**src/hw/rtl/pcce_pkg.sv**
```systemverilog
// ---------------------------------------------------------------------------
// pcce_pkg
// Types and constants shared by the timer capture extender.
// ---------------------------------------------------------------------------
package pcce_pkg;

   // Distance of the new compare match value ahead of the re-base point.
   localparam logic [31:0] MATCH_LEAD = 32'hC000_0000;

   // Configuration register indexes.
   localparam int          CSR_INDEX_WIDTH   = 8;
   localparam logic [7:0]  CSR_NS_MULTIPLIER = 8'd0;
   localparam logic [7:0]  CSR_NS_SHIFT      = 8'd1;

   localparam logic [5:0]  NS_SHIFT_RESET    = 6'd1;

   typedef struct packed {
      logic        capture_flag;
      logic        overflow_flag;
      logic        match_flag;
      logic [31:0] first_read;
      logic [31:0] before_read;
      logic [31:0] middle_read;
      logic [31:0] after_read;
      logic [31:0] captured_value;
      logic [31:0] match_value;
   } req_payload_type;

   typedef struct packed {
      logic [63:0] extended_capture;
      logic [63:0] capture_interval;
      logic [63:0] extended_midpoint;
      logic [31:0] read_uncertainty;
      logic [31:0] entry_latency;
      logic [63:0] offset_ns;
      logic        used_second_pair;
      logic [31:0] next_match;
      logic        next_match_valid;
      logic [31:0] capture_total;
      logic [31:0] match_total;
      logic [31:0] overflow_total;
   } rsp_payload_type;

   typedef struct packed {
      logic [CSR_INDEX_WIDTH-1:0] reg_index;
      logic [31:0]                wdata;
   } csr_payload_type;

   // Outcome of the sandwich read selection, all zero without a capture.
   typedef struct packed {
      logic        second;
      logic [31:0] uncertainty;
      logic [31:0] latency;
      logic [31:0] delta;
   } pair_sel_type;

endpackage

```
**src/hw/rtl/pcce_pair_select.sv**
```systemverilog
// ---------------------------------------------------------------------------
// pcce_pair_select
// Picks the tighter sandwich read pair and forms spread, midpoint delay and latency.
// ---------------------------------------------------------------------------
module pcce_pair_select (
   input  pcce_pkg::req_payload_type item,
   output pcce_pkg::pair_sel_type    sel
);
   logic [31:0] first_gap;
   logic [31:0] second_gap;
   logic        take_second;
   logic [31:0] low_read;
   logic [31:0] spread;
   logic [31:0] spread_inc;
   logic [31:0] midpoint;

   assign first_gap   = item.middle_read - item.before_read;
   assign second_gap  = item.after_read - item.middle_read;
   // On a tie the earlier pair is kept.
   assign take_second = first_gap > second_gap;
   assign low_read    = take_second ? item.middle_read : item.before_read;
   assign spread      = take_second ? second_gap : first_gap;
   assign spread_inc  = spread + 32'd1;
   assign midpoint    = low_read + (spread_inc >> 1);

   always_comb begin
      sel = '0;
      if (item.capture_flag) begin
         sel.second      = take_second;
         sel.uncertainty = spread + 32'd2;
         sel.latency     = item.first_read - item.captured_value;
         sel.delta       = midpoint - item.captured_value;
      end
   end
endmodule

```
**config.mk**
```make
export PLATFORM = sky130hd
export DESIGN_NAME = pcce_pair_select
export DESIGN_NICKNAME = d
export VERILOG_FILES = /design/src/hw/rtl/pcce_pkg.sv /design/src/hw/rtl/pcce_pair_select.sv
export SDC_FILE = /design/constraint.sdc
export NUM_CORES = 1
export LEC_CHECK = 0
export BUFFER_PORTS_ARGS = -buffer_cell sky130_fd_sc_hd__buf_2
export CORE_MARGIN = 8
export CORE_UTILIZATION = 40
export DETAILED_ROUTE_END_ITERATION = 12
export GPL_ROUTABILITY_DRIVEN = 0
export PLACE_DENSITY = 0.64
export SLEW_MARGIN = 0
export SYNTH_ARGS = -nofsm -noshare
export SYNTH_HDL_FRONTEND = slang
export SYNTH_SLANG_ARGS = --single-unit
```
**constraint.sdc**
```tcl
create_clock -name vclk -period 10.8
set_input_delay 0.54 -clock vclk [all_inputs]
set_output_delay 0.54 -clock vclk [all_outputs]
set_load 0.05 [all_outputs]
```
==> results.toml <==
[worst_setup_path]
worstPathMaxFanout = 8
worst_path_most_repeated_cell = "ha_1"
arrival_ns = 9.67
critical-path-slowest-cell = "fa_1"
critPathLaunchType = "input port"
required_ns = 10.26
criticalPathCategory = "in2out"
cp-end-kind = "output pin"
crit_path_max_incr_delay_ns = 0.45

[timing]
fin_crit_ns = 10.21
setup_viol = 0
period_share_pct = 94.54
fin_hold_ws_ns = 1.534
tightest_slew_ns = 0.9563
slew_viol_final = 0
hold_violations = 0
rsz0062_at_grt = "no"
finalSetupTns_ns = 0
relSlewSlack_pct = 36.25
fmax_ghz = 0.09794

[worst_hold_path]
min_to = "sel[32]"
hold_path.class = "in2out"
whs_path_depth = 4
min_from = "item[32]"

[global_routing]
grt_max_degree = 90
grt_pass1_wl_microns = 57350
overflow = 0
antenna_found_initial = 2
grt_util_all_layers_pct = 21.90
grt_pass1_vias = 11388

[layout]
drive_gt1_share_pct = 20.90
fill_cells = 2739
final_cell_count_no_fill = 2165
design.seq.count = 0
nNetsFinal = 2218
syn2layout_area_growth_pct = 20.34
utilization_pct = 48.97
register_area_sq_um = 0
n_clock_buffer = 0

[place]
dp_hpwl_microns = 32510
port_buffers = 258
placed_cells = 2162

[route]
wl_per_cell_microns = 17.22
ant_nets = 0
drc_errors = 0
first_pass_iters = 5
via_count = 12028
postRouteWirelength_microns = 37280
drtIter0Drc = 629
via_per_inst = 5.556

[synthesis]
syn_avg_cell_area_sq_um = 6.858
yosys.area_share.simple_pct = 25.58
synth_top_area_share_pct = 18.81
synth.area.top_cells = "ha_1, xnor2_1, fa_1"
synthAdderAreaFrac_pct = 25.25
synth_compound_area_share_pct = 28.79
synth_cell_types = 95
yosys-top-cells-count = "nor2_1, ha_1, inv_1, a21oi_1, nand2_1"
ys_warn_count = 0
synth_top_family_by_area = "compound AO/OA/AOI/OAI gates"
synth_xor_area_share_pct = 12.41
syn_area_sq_um = 10580
synthCells = 1542
yosysSeqAreaShare_pct = 0
syn_nets = 1930
yosysTopAreaCell = "ha_1"
synth_mux_area_share_pct = 1.207
synth.most_common_cell = "nor2_1"

[floorplan]
ios = 292
std_cell_rows = 59
die_w_microns = 178.6
die_area_sq_um = 31900
initial_utilization_pct = 40.70
coreArea_sq_um = 25980
die_h_microns = 178.6

[power_and_ir_drop]
pwr-share-clk_pct = 0
swShare_pct = 65.07
pwr_density_cell_nw_per_um2 = 329.4
power_frac_comb_pct = 100.0
p_int_uw = 1464
max-vdd-ir-drop_mv = 0.1926
power_uw = 4192
pwr-share-seq_pct = 0
p_switching_uw = 2728
p_leak_uw = 0.006419

[clock_network]
ctsHoldBuffers = 0

[run]
drv_cap = 0

[outcome]
status = "completed"
[power groups by stage]
stage | clock network [uW] | registers, uW | logic, uW
global placement | 0 | 0 | 4050
global route | 0.0000248 | 0 | 4560
CTS | 0 | 0 | 4110
detailed placement | 0 | 0 | 4100
finish | 0.0000248 | 0 | 4190
floorplan | 0 | 0 | 3060
[cells by family (layout without fill, tap and decap cells)]
group,Yosys count,after routing
and+or+nand+nor,540,540
adders and majority gates,193,193
buffers and inverters,186,472
AOI/OAI and AO/OA,462,462
xor gates and xnor gates,149,149
muxes,12,12
other,0,2
[per-stage QoR]
step                setup WS [ns]  instance area (sq um)
detailed placement         0.1136                  12610
global route             0.009702                  12730
floorplan                  0.2551                  10580
CTS                       0.06167                  12610
global placement           0.2802                  12610
finish                     0.5902                  12730
[worst max path at each step]
stage / startpoint / endpoint / slack, ns
6_report: item[97] / sel[28] / 0.59
4_1_cts: item[96] / sel[29] / 0.06
3_5_place_dp: item[96] / sel[29] / 0.11
2_1_floorplan: item[97] / sel[29] / 0.26
5_1_grt: item[97] / sel[28] / 0.01
3_3_place_gp: item[96] / sel[29] / 0.28
[worst max-delay path, delay by kind of cell]
kind / cells / cell delay, ns
AOI/OAI and AO/OA: 13 / 3.18
buffers and inverters: 6 / 1.03
xor gates and xnor gates: 3 / 0.52
adders and majority gates: 5 / 1.56
and+or+nand+nor: 18 / 2.81
[repair_timing]
action / in CTS / in global routing
endpoints found under the setup margin: 0 / 12
setup buffers: 0 / 1
resized for setup: 0 / 21
[final cells by class]
type,instances,area [sq um],area share (%)
antenna,2,5.005,0.03933
inverter,154,578.1,4.542
multi-input combinational,1356,9967,78.32
tap,335,419.2,3.294
timing repair buffer,318,1757,13.80
[metal layers]
layer,share of wire [%],vias up,GRT usage (%)
met4,1.1,0,2.584
met1,48,5522,31.06
met2,45,382,36.13
met5,0,-,0
li1,-,6095,-
met3,6.3,29,2.138
[layout by cell type, fill, tap and decap left out, types with 5 or more instances in the layout]
cell type,instances
a211o_1,5
a211oi_1,18
a21o_1,54
a21oi_1,129
a31oi_1,6
and2_1,19
and3_1,12
buf_2,257
buf_4,60
fa_1,34
ha_1,159
inv_1,152
mux2_2,6
mux2i_1,6
nand2_1,120
nand2b_1,22
nand3_1,29
nand3b_1,5
nand4_1,18
nor2_1,178
nor2b_1,20
nor3_1,41
nor3b_1,11
nor4_1,12
o2111ai_1,9
o211ai_1,12
o21a_1,17
o21ai_0,107
o21ai_1,5
o21bai_1,15
o31ai_1,7
or2_2,5
or3_1,11
xnor2_1,81
xor2_1,67
(Power assumes the default switching activity.)
