--- config.mk ---
export PLATFORM = sky130hd
export DESIGN_NAME = pcce_extend
export DESIGN_NICKNAME = d
export VERILOG_FILES = /design/src/hw/rtl/pcce_pkg.sv /design/src/hw/rtl/pcce_extend.sv
export SDC_FILE = /design/constraint.sdc
export NUM_CORES = 1
export LEC_CHECK = 0
export BUFFER_PORTS_ARGS = -buffer_cell sky130_fd_sc_hd__buf_4
export CORE_AREA = 3 3 292 294
export DETAILED_ROUTE_END_ITERATION = 8
export DIE_AREA = 0 0 295 297
export PLACE_DENSITY = 0.5
export RECOVER_POWER = 25
export SLEW_MARGIN = 20
export SYNTH_ARGS = -nofsm -noshare
export SYNTH_HDL_FRONTEND = slang
export SYNTH_SLANG_ARGS = --single-unit
--- constraint.sdc ---
create_clock -name clock -period 12.4 [get_ports clock]
set_input_delay 1.86 -clock clock [delete_from_list [all_inputs] [get_ports clock]]
set_output_delay 1.86 -clock clock [all_outputs]
set_load 0.01 [all_outputs]
--- src/hw/rtl/pcce_pkg.sv ---
// ---------------------------------------------------------------------------
// pcce_pkg
// Types and constants shared by the timer capture extender.
// ---------------------------------------------------------------------------
package pcce_pkg;

   // Distance of the new compare match value ahead of the re-base point.
   localparam logic [31:0] MATCH_LEAD = 32'hC000_0000;

   // Configuration register indexes.
   localparam int          CSR_INDEX_WIDTH   = 8;
   localparam logic [7:0]  CSR_NS_MULTIPLIER = 8'd0;
   localparam logic [7:0]  CSR_NS_SHIFT      = 8'd1;

   localparam logic [5:0]  NS_SHIFT_RESET    = 6'd1;

   typedef struct packed {
      logic        capture_flag;
      logic        overflow_flag;
      logic        match_flag;
      logic [31:0] first_read;
      logic [31:0] before_read;
      logic [31:0] middle_read;
      logic [31:0] after_read;
      logic [31:0] captured_value;
      logic [31:0] match_value;
   } req_payload_type;

   typedef struct packed {
      logic [63:0] extended_capture;
      logic [63:0] capture_interval;
      logic [63:0] extended_midpoint;
      logic [31:0] read_uncertainty;
      logic [31:0] entry_latency;
      logic [63:0] offset_ns;
      logic        used_second_pair;
      logic [31:0] next_match;
      logic        next_match_valid;
      logic [31:0] capture_total;
      logic [31:0] match_total;
      logic [31:0] overflow_total;
   } rsp_payload_type;

   typedef struct packed {
      logic [CSR_INDEX_WIDTH-1:0] reg_index;
      logic [31:0]                wdata;
   } csr_payload_type;

   // Outcome of the sandwich read selection, all zero without a capture.
   typedef struct packed {
      logic        second;
      logic [31:0] uncertainty;
      logic [31:0] latency;
      logic [31:0] delta;
   } pair_sel_type;

endpackage

--- src/hw/rtl/pcce_extend.sv ---
// ---------------------------------------------------------------------------
// pcce_extend
// Holds the 64-bit extension state and the event counters, one item per step.
// ---------------------------------------------------------------------------
module pcce_extend (
   input  logic                      clock,
   input  logic                      reset,
   input  logic                      step,
   input  pcce_pkg::req_payload_type item,
   input  pcce_pkg::pair_sel_type    sel,
   output pcce_pkg::rsp_payload_type result
);
   logic [31:0] base_ff,    base_in;
   logic [63:0] high_ff,    high_in;
   logic [63:0] prev_ff,    prev_in;
   logic [31:0] cap_cnt_ff, cap_cnt_in;
   logic [31:0] mat_cnt_ff, mat_cnt_in;
   logic [31:0] ovf_cnt_ff, ovf_cnt_in;

   logic        rebase;
   logic [31:0] ref_value;
   logic [31:0] ref_diff;
   logic [63:0] high_rebased;

   // A capture takes precedence over a match as the re-base point.
   assign rebase       = item.capture_flag | item.match_flag;
   assign ref_value    = item.capture_flag ? item.captured_value : item.match_value;
   assign ref_diff     = ref_value - base_ff;
   assign high_rebased = high_ff + {32'b0, ref_diff};

   assign base_in    = rebase ? ref_value : base_ff;
   assign high_in    = rebase ? high_rebased : high_ff;
   assign prev_in    = item.capture_flag ? high_rebased : prev_ff;
   assign cap_cnt_in = cap_cnt_ff + {31'b0, item.capture_flag};
   assign mat_cnt_in = mat_cnt_ff + {31'b0, item.match_flag};
   assign ovf_cnt_in = ovf_cnt_ff + {31'b0, item.overflow_flag};

   always_comb begin
      result = '0;
      if (item.capture_flag) begin
         // The captured value is the new base, so its extension is the new high word.
         result.extended_capture = high_rebased;
         result.capture_interval = high_rebased - prev_ff;
         result.read_uncertainty = sel.uncertainty;
         result.entry_latency    = sel.latency;
         result.used_second_pair = sel.second;
      end
      if (rebase) begin
         result.next_match       = ref_value + pcce_pkg::MATCH_LEAD;
         result.next_match_valid = 1'b1;
      end
      result.capture_total  = cap_cnt_in;
      result.match_total    = mat_cnt_in;
      result.overflow_total = ovf_cnt_in;
   end

   always_ff @(posedge clock) begin
      if (reset) begin
         base_ff    <= '0;
         high_ff    <= '0;
         prev_ff    <= '0;
         cap_cnt_ff <= '0;
         mat_cnt_ff <= '0;
         ovf_cnt_ff <= '0;
      end else if (step) begin
         base_ff    <= base_in;
         high_ff    <= high_in;
         prev_ff    <= prev_in;
         cap_cnt_ff <= cap_cnt_in;
         mat_cnt_ff <= mat_cnt_in;
         ovf_cnt_ff <= ovf_cnt_in;
      end
   end
endmodule

==> results of run 1 <==
==> cell usage after synthesis, drive strengths merged (29+ instances only) <==
master | instances | area [sq um]
and2 | 167 | 1040
and3 | 58 | 363
a211oi | 78 | 591
nand4 | 64 | 407
dfxtp | 256 | 5120
inv | 193 | 724
nand3 | 97 | 495
clkbuf | 140 | 526
a21oi | 208 | 1040
xnor2 | 144 | 1260
xor2 | 192 | 1680
nor2b | 42 | 263
buf | 155 | 1100
a21o | 52 | 390
o21ai | 84 | 428
o21bai | 29 | 221
ha | 137 | 1710
mux2i | 39 | 390
nor3 | 42 | 250
nand2 | 298 | 1120
nor2 | 327 | 1240
==> worst max-delay path, delay by kind of cell <==
kind	cells	cell delay [ns]
buffers and inverters	5	0.81
adders and majority gates	3	1.11
xor gates and xnor gates	2	0.53
and+or+nand+nor	13	2.62
muxes	1	0.43
AOI/OAI and AO/OA	10	2.54
==> worst max-delay path by stage <==
stage	start	to	slack, ns	depth (start not counted)
global route	item[194]	result[385]	0.009	34
CTS	item[194]	result[381]	0.42	37
detailed placement	item[194]	result[381]	0.45	37
floorplan	item[194]	result[385]	1.49	37
global placement	item[194]	result[385]	0.43	34
finish	item[194]	result[376]	0.60	34
==> power by group through the flow <==
stage | clock (mW) | sequential (mW) | combinational, mW
floorplan | 0 | 0.932 | 2.30
global placement | 0 | 0.940 | 3.48
detailed placement | 0 | 0.942 | 3.47
CTS | 1.12 | 0.924 | 3.49
global route | 1.15 | 0.932 | 3.85
finish | 1.08 | 0.924 | 3.45
==> area by class of cell <==
type	count	share of cell area [%]
Multi-Input combinational cell	2386	55.4
Sequential cell	256	18.9
Timing Repair Buffer	503	13.7
Tap cell	1080	4.97
Clock buffer	39	3.19
Inverter	193	2.67
Clock inverter	17	1.23
Antenna cell	1	0.00921
==> metrics by stage <==
| step | hold WS, ns | power (mW) | util (%) |
|---|---|---|---|
| detailed placement | 0.447 | 4.41 | 31.3 |
| finish | 0.453 | 5.46 | 32.7 |
| global route | 0.471 | 5.93 | 32.7 |
| CTS | 0.455 | 5.53 | 32.7 |
| global placement | 0.443 | 4.42 | 31.3 |
| floorplan | 0.436 | 3.23 | - |
==> logic make-up (layout without fill, tap and decap cells) <==
logic type      Yosys count  in the layout  share of synthesized area [%]
simple gates           1180           1180                           26.4
compound gates          562            562                           16.4
buf+inv                 488            752                           10.7
xor+xnor                336            336                           13.4
flops                   256            256                           23.3
fa+ha+maj               140            140                           8.06
mux                      40             40                           1.82
other cells               1            129                         0.0170
==> metal layers <==
| layer | GRT usage, % | part of all wire [%] | vias up |
|---|---|---|---|
| met1 | 21.1 | 47 | 9303 |
| met3 | 2.48 | 5.7 | 62 |
| li1 | - | - | 10600 |
| met2 | 25.6 | 46 | 520 |
| met4 | 3.17 | 1.7 | 0 |
| met5 | 0 | 0 | - |
==> repair_timing <==
item | in CTS | in global routing
setup endpoints to repair | 0 | 4
gates resized for setup | 0 | 4
buffers inserted | 0 | 0
==> sequential cells by signal (all words and copies together) (netlist names) <==
register and count:
base_ff 32, cap_cnt_ff 32, high_ff 64, mat_cnt_ff 32
ovf_cnt_ff 32, prev_ff 64
==> results.yml, run 1 <==
yosys:
  yosysUniqueCellTypes: 85
  syn_avg_cell_area_sq_um: 7.33
  synth_area_sq_um: 22000
  yosysWarnings: 0
  synth-edff-count: 0
  synth_flop_cell: "dfxtp_1"
  synthArstFlopShare_pct: 0
  netlist_instances: 3003
  yosysSeqAreaShare_pct: 23.3
  ys_ff_latch: 256
sta:
  setup_viol: 0
  setup_tns_ns: 0
  period_minus_slack_ns: 11.80
  maxSlewHeadroom_pct: -166
  rsz0062_at_grt: "false"
  drv_slew: 562
  final-hold-violation-count: 0
  fin_worst_skew_ns: 0.0157
  post-route-period-util_pct: 95.2
  worst_slack_ns: 0.595
  worst_slew_pin_slew_ns: 3.99
  max_freq_mhz: 84.7
cts:
  h-tree-depth: 1
  clockRootBuffer: "clkbuf_16"
  worstSkewPairLatency_ns: 0.60
  cts_tree: "built"
  cts.hold.buffers_added: 0
  cts_buffer_depth: 3
  clk_pin_slew_ns: 0.05
  cts_buffers: 31
  clock-sinks: 256
die:
  die_x_um: 295
  core_area_sq_um: 83200
  start_util_pct: 26.5
  ios: 745
  fp.dieArea_sq_um: 87600
  die_h_um: 297
  rows: 106
place:
  dpl_worst_slack_ns: 0.451
  numPortBuffers: 456
  placed_area_sq_um: 26000
  place_congestion: 0.864
  dpl.hpwl_um: 55700
  placedCellCount: 4418
critical_path:
  crit_top_cell: "nand2_1"
  r2r-end: "prev_ff[45]$_SDFFE_PP0P_"
  worstRegToRegCells: 24
  cp_data_arrival_time_ns: 9.94
  cp_slowest_cell: "or4_1"
  cp_max_fo: 14
  end_kind: "output port"
  crit_type: "in -> out"
  max_stage_delay_ns: 0.52
  start_kind: "primary input"
  r2r_start: "base_ff[0]$_SDFFE_PP0P_"
  ff2ff_setup_slack_ns: 6.67
  cp.required_ns: 10.54
power_and_ir_drop:
  p_leak_nw: 12.5
  combPwrFrac_pct: 63.3
  pwr_density_cell_nw_per_um2: 201
  p_int_mw: 3.02
  p_seq_share_pct: 16.9
  p_sw_share_pct: 44.6
  ir_worst_vdd_uv: 94.6
  netSwitchingPower_mw: 2.43
  pwr-share-clk_pct: 19.8
run_status:
  status: "finished, violations left"
  violations: "max-capacitance violations, max-slew violations"
flow_run:
  drv_cap: 9
worst_hold_path:
  hp-start: "prev_ff[31]$_SDFFE_PP0P_"
  hold_end: "prev_ff[31]$_SDFFE_PP0P_"
  worst_hold_path_type: "reg -> reg"
  hold_path_depth: 2
layout:
  area_growth_pct: 23.4
  nets: 3806
  register_area_sq_um: 5120
  drive_gt1_share_pct: 17.2
  layout_commonest_cell: "buf_4"
  n_fill_cell: 9042
  layout_common_cells: "487 x buf_4, 325 x nor2_1, 298 x nand2_1"
  fin_cells: 4475
  fin_area_sq_um: 27200
  multiInputGateArea_sq_um: 15000
global_routing:
  grt_pass1_wl_um: 110000
  grt_overflow: 0
  grt_max_degree: 102
  gr-usage-all-layers_pct: 15.5
  antenna_found_initial: 2
  grt_pass1_vias: 19200
routing:
  avgViaCountPerCell: 4.57
  drt-total-wl_um: 71300
  drcViolationCount: 0
  vias: 20500
  drt_iter0_drc: 1059
  drtAntennaViolNets: 0
  routedWlPerCell_um: 15.9
  drt-pass1-iter-count: 5
Note: power is estimated with default switching activity, not from simulation.
==> run 2, diff against run 1 <==
- ABC_AREA: default -> 1
- CORE_AREA: 3 3 292 294 -> default
- CORE_MARGIN: default -> 3
- CORE_UTILIZATION: default -> 30
- DIE_AREA: 0 0 295 297 -> default
- PLACE_DENSITY: 0.5 -> 0.55
==> run 2 against run 1 <==
  * Hold slack improved by 0.0045 ns
  * Sequential share of layout area fell by 1.3 points
  * Wire length up 31%
  * Critical path type is now in -> reg
  * Critical path depth down 25
  * The flow still finishes with violations (max-capacitance violations, max-slew violations)
  * Via count up 26%
  * Die area shrank 4.1%
  * Cell count increased by 23%
  * Synthesized cell count rose by 35%
==> results.yml, run 2 <==
sta:
  maxSlewHeadroom_pct: -160
  fin_worst_skew_ns: 0.0225
  setup_tns_ns: 0
  worst_slack_ns: 1.58
  max_freq_mhz: 92.4
  final-hold-violation-count: 0
  holdWs_ns: 0.458
  period_minus_slack_ns: 10.82
  worst_slew_pin_slew_ns: 3.91
  post-route-period-util_pct: 87.2
  drv_slew: 499
  setup_viol: 0
  rsz0062_at_grt: "false"
place:
  dpl.hpwl_um: 77000
  dpl_worst_slack_ns: 1.76
  numPortBuffers: 456
  place_congestion: 0.934
  placed_area_sq_um: 28200
  placedCellCount: 5470
yosys:
  yosysSeqAreaShare_pct: 21.2
  yosysMostFrequentCell: "inv_1"
  ys_ff_latch: 256
  synth_area_sq_um: 24200
  synth_flop_cell: "dfxtp_1"
  synthArstFlopShare_pct: 0
  synth_top_area_cell: "dfxtp_1"
  yosysWarnings: 0
  synth-edff-count: 0
  netlist_instances: 4050
  syn_avg_cell_area_sq_um: 5.97
  yosysUniqueCellTypes: 54
  synth_common_cells: "783 x inv_1, 700 x nand2_1, 520 x nor2_1"
  ys_top_cells_by_area: "dfxtp_1 21%, inv_1 12%, nand2_1 11%"
  synth.top_cell.area_share_pct: 21.2
critical_path:
  crit_type: "in -> reg"
  cp_max_fo: 104
  crit_family: "buffers and inverters"
  start_kind: "primary input"
  worstRegToRegCells: 22
  end_kind: "flip-flop"
  crit_buf_inv: 6
  crit_top_cell: "clkbuf_1"
  cp_slowest_cell: "clkinvlp_2"
  crit_chain: "clkbuf_1, clkinvlp_2, nor2_4, clkbuf_1, clkbuf_1, inv_2, buf_2, o21ai_0, a21oi_1"
  ff2ff_setup_slack_ns: 7.47
  cp_data_arrival_time_ns: 11.19
  r2r_start: "base_ff[0]$_SDFFE_PP0P_"
  max_stage_delay_ns: 2.84
  r2r-end: "prev_ff[55]$_SDFFE_PP0P_"
  cp.required_ns: 12.77
layout:
  area_growth_pct: 20.9
  fin_cells: 5526
  layout_commonest_cell: "inv_1"
  fin_area_sq_um: 29200
  n_fill_cell: 8854
  nets: 4891
  largestRegisters: "high_ff x64, prev_ff x64"
  drive_gt1_share_pct: 14.0
  fin_util_pct: 36.8
  layout_common_cells: "779 x inv_1, 699 x nand2_1, 520 x nor2_1"
die:
  rows: 103
  start_util_pct: 30.5
  ios: 745
  core_area_sq_um: 79400
  die_h_um: 290
  fp.dieArea_sq_um: 84000
  die_x_um: 290
worst_hold_path:
  hp-start: "base_ff[25]$_SDFFE_PP0P_"
  hold_path_depth: 2
  hold_end: "base_ff[25]$_SDFFE_PP0P_"
  worst_hold_path_type: "reg -> reg"
power_and_ir_drop:
  total_power_mw: 5.60
  p_leak_nw: 15.4
  pwr_density_cell_nw_per_um2: 192
  ir_worst_vdd_uv: 86.1
routing:
  drt-total-wl_um: 93800
  vias: 25800
  drt_iter0_drc: 1626
  avgViaCountPerCell: 4.67
  drcViolationCount: 0
  drt-pass1-iter-count: 5
  routedWlPerCell_um: 17.0
  drtAntennaViolNets: 0
flow_run:
  drv_cap: 7
cts:
  clock-sinks: 256
  cts_tree: "built"
  cts_buffer_depth: 3
  cts_buffers: 34
  post_cts_buffers: 0
  cts_resized: 0
  worstSkewPairLatency_ns: 0.55
  clockRootBuffer: "clkbuf_16"
  cts.hold.buffers_added: 0
  clk_pin_slew_ns: 0.06
  h-tree-depth: 2
global_routing:
  gr-usage-all-layers_pct: 21.3
  grt_pass1_wl_um: 142000
  grt_pass1_vias: 24200
  grt_max_degree: 105
  antenna_found_initial: 3
  grt_overflow: 0
run_status:
  violations: "max-capacitance violations, max-slew violations"
  status: "finished, violations left"
run 2: cell types whose count changed after synthesis, moves of 157 or more:
cell and change:
a21oi_1 +204, and2_1 -157, inv_1 +590, nand2_1 +402, nor2_1 +195, o21ai_0 +242
run 2: tightest hold or removal path: stages (launching register included):
cell and delay, ns:
dfxtp_1 0.29, inv_1 0.06, a21oi_1 0.05
run 2: layer usage:
layer  global-route usage (%)  vias up  part of all wire [%]
met5                        0        -                     0
met4                     5.72        0                   2.6
met3                     3.00      107                   5.2
met2                     35.7      724                    46
met1                     28.6    11700                    46
li1                         -    13300                     -
run 2: how the worst max path moves through the flow:
stage	slack [ns]	startpoint	cells past startpoint	endpoint
final	1.58	step	9	base_ff[2]$_SDFFE_PP0P_
after global routing	0.54	step	9	base_ff[1]$_SDFFE_PP0P_
after CTS	1.73	item[194]	37	result[376]
after detailed placement	1.76	item[194]	37	result[376]
after global placement	1.76	item[194]	37	result[376]
after floorplan	3.45	item[194]	38	result[376]
run 2: report_power, final:
group | internal (mW) | leakage, nW | switching, mW | total [mW]
registers | 0.902 | 2.12 | 0.0514 | 0.953
logic | 1.23 | 12.8 | 2.45 | 3.68
clock network | 0.562 | 0.516 | 0.402 | 0.963
total | 2.69 | 15.4 | 2.90 | 5.60
run 2: kinds of logic after synthesis:
group	synth area share, %
AOI/OAI and AO/OA	19.6
xor gates and xnor gates	5.86
adders and majority gates	7.34
buffers and inverters	18.0
DFF	21.2
muxes	0.124
other	0.0155
and+or+nand+nor	27.8
run 2: layout make-up:
| cell class | count | area (sq um) | share of cell area, % |
|---|---|---|---|
| multi-input cells | 2889 | 15200 | 51.9 |
| flip-flops and latches | 256 | 5120 | 17.5 |
| repair buffers | 486 | 3580 | 12.3 |
| inverters | 789 | 2970 | 10.2 |
| well taps | 1050 | 1310 | 4.50 |
| clock buffers | 46 | 956 | 3.27 |
| clock inverters | 8 | 97.6 | 0.334 |
| diodes | 2 | 5.00 | 0.0171 |
==> run 3, diff against run 2 <==
- clock period: 12.4 -> 11.22 ns (I/O delays scaled with it)
==> run 3 against run 2 <==
  * The flow still finishes with violations (max-capacitance violations, max-slew violations)
  * Flip-flop and latch count unchanged
  * Cell count rose by 0.22%
  * Critical path depth is 29 higher
  * Critical path type is now in -> out
  * Critical endpoint is now result[374]
  * Largest cell class unchanged
==> results.yml, run 3 (synthesized netlist as in run 2, its figures left out) <==
run_status:
  status: "finished, violations left"
  violations: "max-capacitance violations, max-slew violations"
sta:
  holdWs_ns: 0.458
  worst_slew_pin_slew_ns: 3.65
  fin_worst_skew_ns: 0.0235
  post-route-period-util_pct: 93.0
  worst_slack_ns: 0.785
  max_freq_mhz: 95.8
  rsz0062_at_grt: "false"
  maxSlewHeadroom_pct: -143
  setup_tns_ns: 0
  setup_viol: 0
  drv_slew: 435
  period_minus_slack_ns: 10.43
  final-hold-violation-count: 0
critical_path:
  ff2ff_setup_slack_ns: 6.70
  cp_data_arrival_time_ns: 8.75
  cp_max_fo: 26
  r2r-end: "high_ff[55]$_SDFFE_PP0P_"
  cp.required_ns: 9.54
  cp_slowest_cell: "ha_1"
  start_kind: "primary input"
  worstRegToRegCells: 23
  r2r_start: "base_ff[0]$_SDFFE_PP0P_"
  max_stage_delay_ns: 0.42
  end_kind: "output port"
  crit_type: "in -> out"
  crit_top_cell: "nand2_1"
cts:
  cts_buffer_depth: 3
  cts.hold.buffers_added: 0
  cts_buffers: 34
  clockRootBuffer: "clkbuf_16"
  clk_pin_slew_ns: 0.05
  worstSkewPairLatency_ns: 0.55
  cts_resized: 0
  post_cts_buffers: 0
  h-tree-depth: 2
  clock-sinks: 256
  cts_tree: "built"
die:
  start_util_pct: 30.5
  fp.dieArea_sq_um: 84000
  rows: 103
  core_area_sq_um: 79400
  die_h_um: 290
  ios: 745
  die_x_um: 290
power_and_ir_drop:
  p_leak_nw: 15.5
  ir_worst_vdd_uv: 107
  total_power_mw: 6.29
  pwr_density_cell_nw_per_um2: 214
place:
  place_congestion: 0.926
  placed_area_sq_um: 28300
  numPortBuffers: 456
  dpl.hpwl_um: 77300
  dpl_worst_slack_ns: 0.870
  placedCellCount: 5478
layout:
  layout_commonest_cell: "inv_1"
  layout_common_cells: "779 x inv_1, 699 x nand2_1, 521 x nor2_1"
  fin_cells: 5538
  fin_util_pct: 37.0
  fin_area_sq_um: 29400
  register_area_sq_um: 5120
  largestRegisters: "high_ff x64, prev_ff x64"
  drive_gt1_share_pct: 14.3
  area_growth_pct: 21.6
  n_fill_cell: 8851
  multiInputGateArea_sq_um: 15200
  nets: 4899
global_routing:
  grt_overflow: 0
  grt_max_degree: 105
  antenna_found_initial: 0
  grt_pass1_wl_um: 142000
  gr-usage-all-layers_pct: 21.3
  grt_pass1_vias: 24300
routing:
  routedWlPerCell_um: 16.9
  vias: 25800
  drcViolationCount: 0
  drtAntennaViolNets: 0
  drt-pass1-iter-count: 7
  drt-total-wl_um: 93500
  drt_iter0_drc: 1590
  avgViaCountPerCell: 4.66
worst_hold_path:
  hold_path_depth: 2
  hp-start: "base_ff[23]$_SDFFE_PP0P_"
  hold_end: "base_ff[23]$_SDFFE_PP0P_"
  worst_hold_path_type: "reg -> reg"
flow_run:
  drv_cap: 7
-- run 3: changes by cell type in the layout (fill, tap and decap cells not counted), sizes merged --
cell	previous run	this run
buf	467	480
clkbuf	65	63
inv	788	790
bufinv	1	2
diode	2	1
clkinvlp	2	1
-- run 3: report_power, final --
group	switching, mW	leakage (nW)	internal, mW	total [mW]
registers	0.0564	2.12	0.997	1.05
logic	2.73	12.8	1.38	4.10
clock network	0.450	0.569	0.681	1.13
total	3.23	15.5	3.06	6.29
-- run 3: worst max-delay path, delay by kind of cell --
kind	cells	cell delay, ns
AO/OA/AOI/OAI	12	2.59
XOR/XNOR	2	0.41
adder cells (fa/ha/maj)	3	1.14
buffers and inverters	8	1.24
AND/OR/NAND/NOR	13	1.65
-- run 3: cell type report --
cell class              count  area share, %
clock inverters            10          0.430
clock buffers              49           3.47
flip-flops and latches    256           17.4
inverters                 789           10.1
multi-input cells        2889           51.6
well taps                1050           4.47
diodes                      1        0.00852
repair buffers            494           12.5
-- run 3: layer usage --
layer	vias up	track usage [%]	routed length (um)
li1	13400	-	-
met1	11600	28.8	43500
met2	747	35.7	42900
met3	103	2.72	4760
met4	0	5.50	2340
met5	-	0	0
-- run 3: how the worst max path moves through the flow --
| stage | start | endpoint | slack, ns | cells after the start |
|---|---|---|---|---|
| after floorplan | item[194] | result[376] | 2.63 | 38 |
| after global placement | item[194] | result[376] | 0.93 | 39 |
| after detailed placement | item[194] | result[385] | 0.87 | 34 |
| after CTS | item[194] | result[385] | 0.84 | 35 |
| after global routing | item[194] | result[385] | 0.05 | 39 |
| final | item[194] | result[374] | 0.79 | 38 |
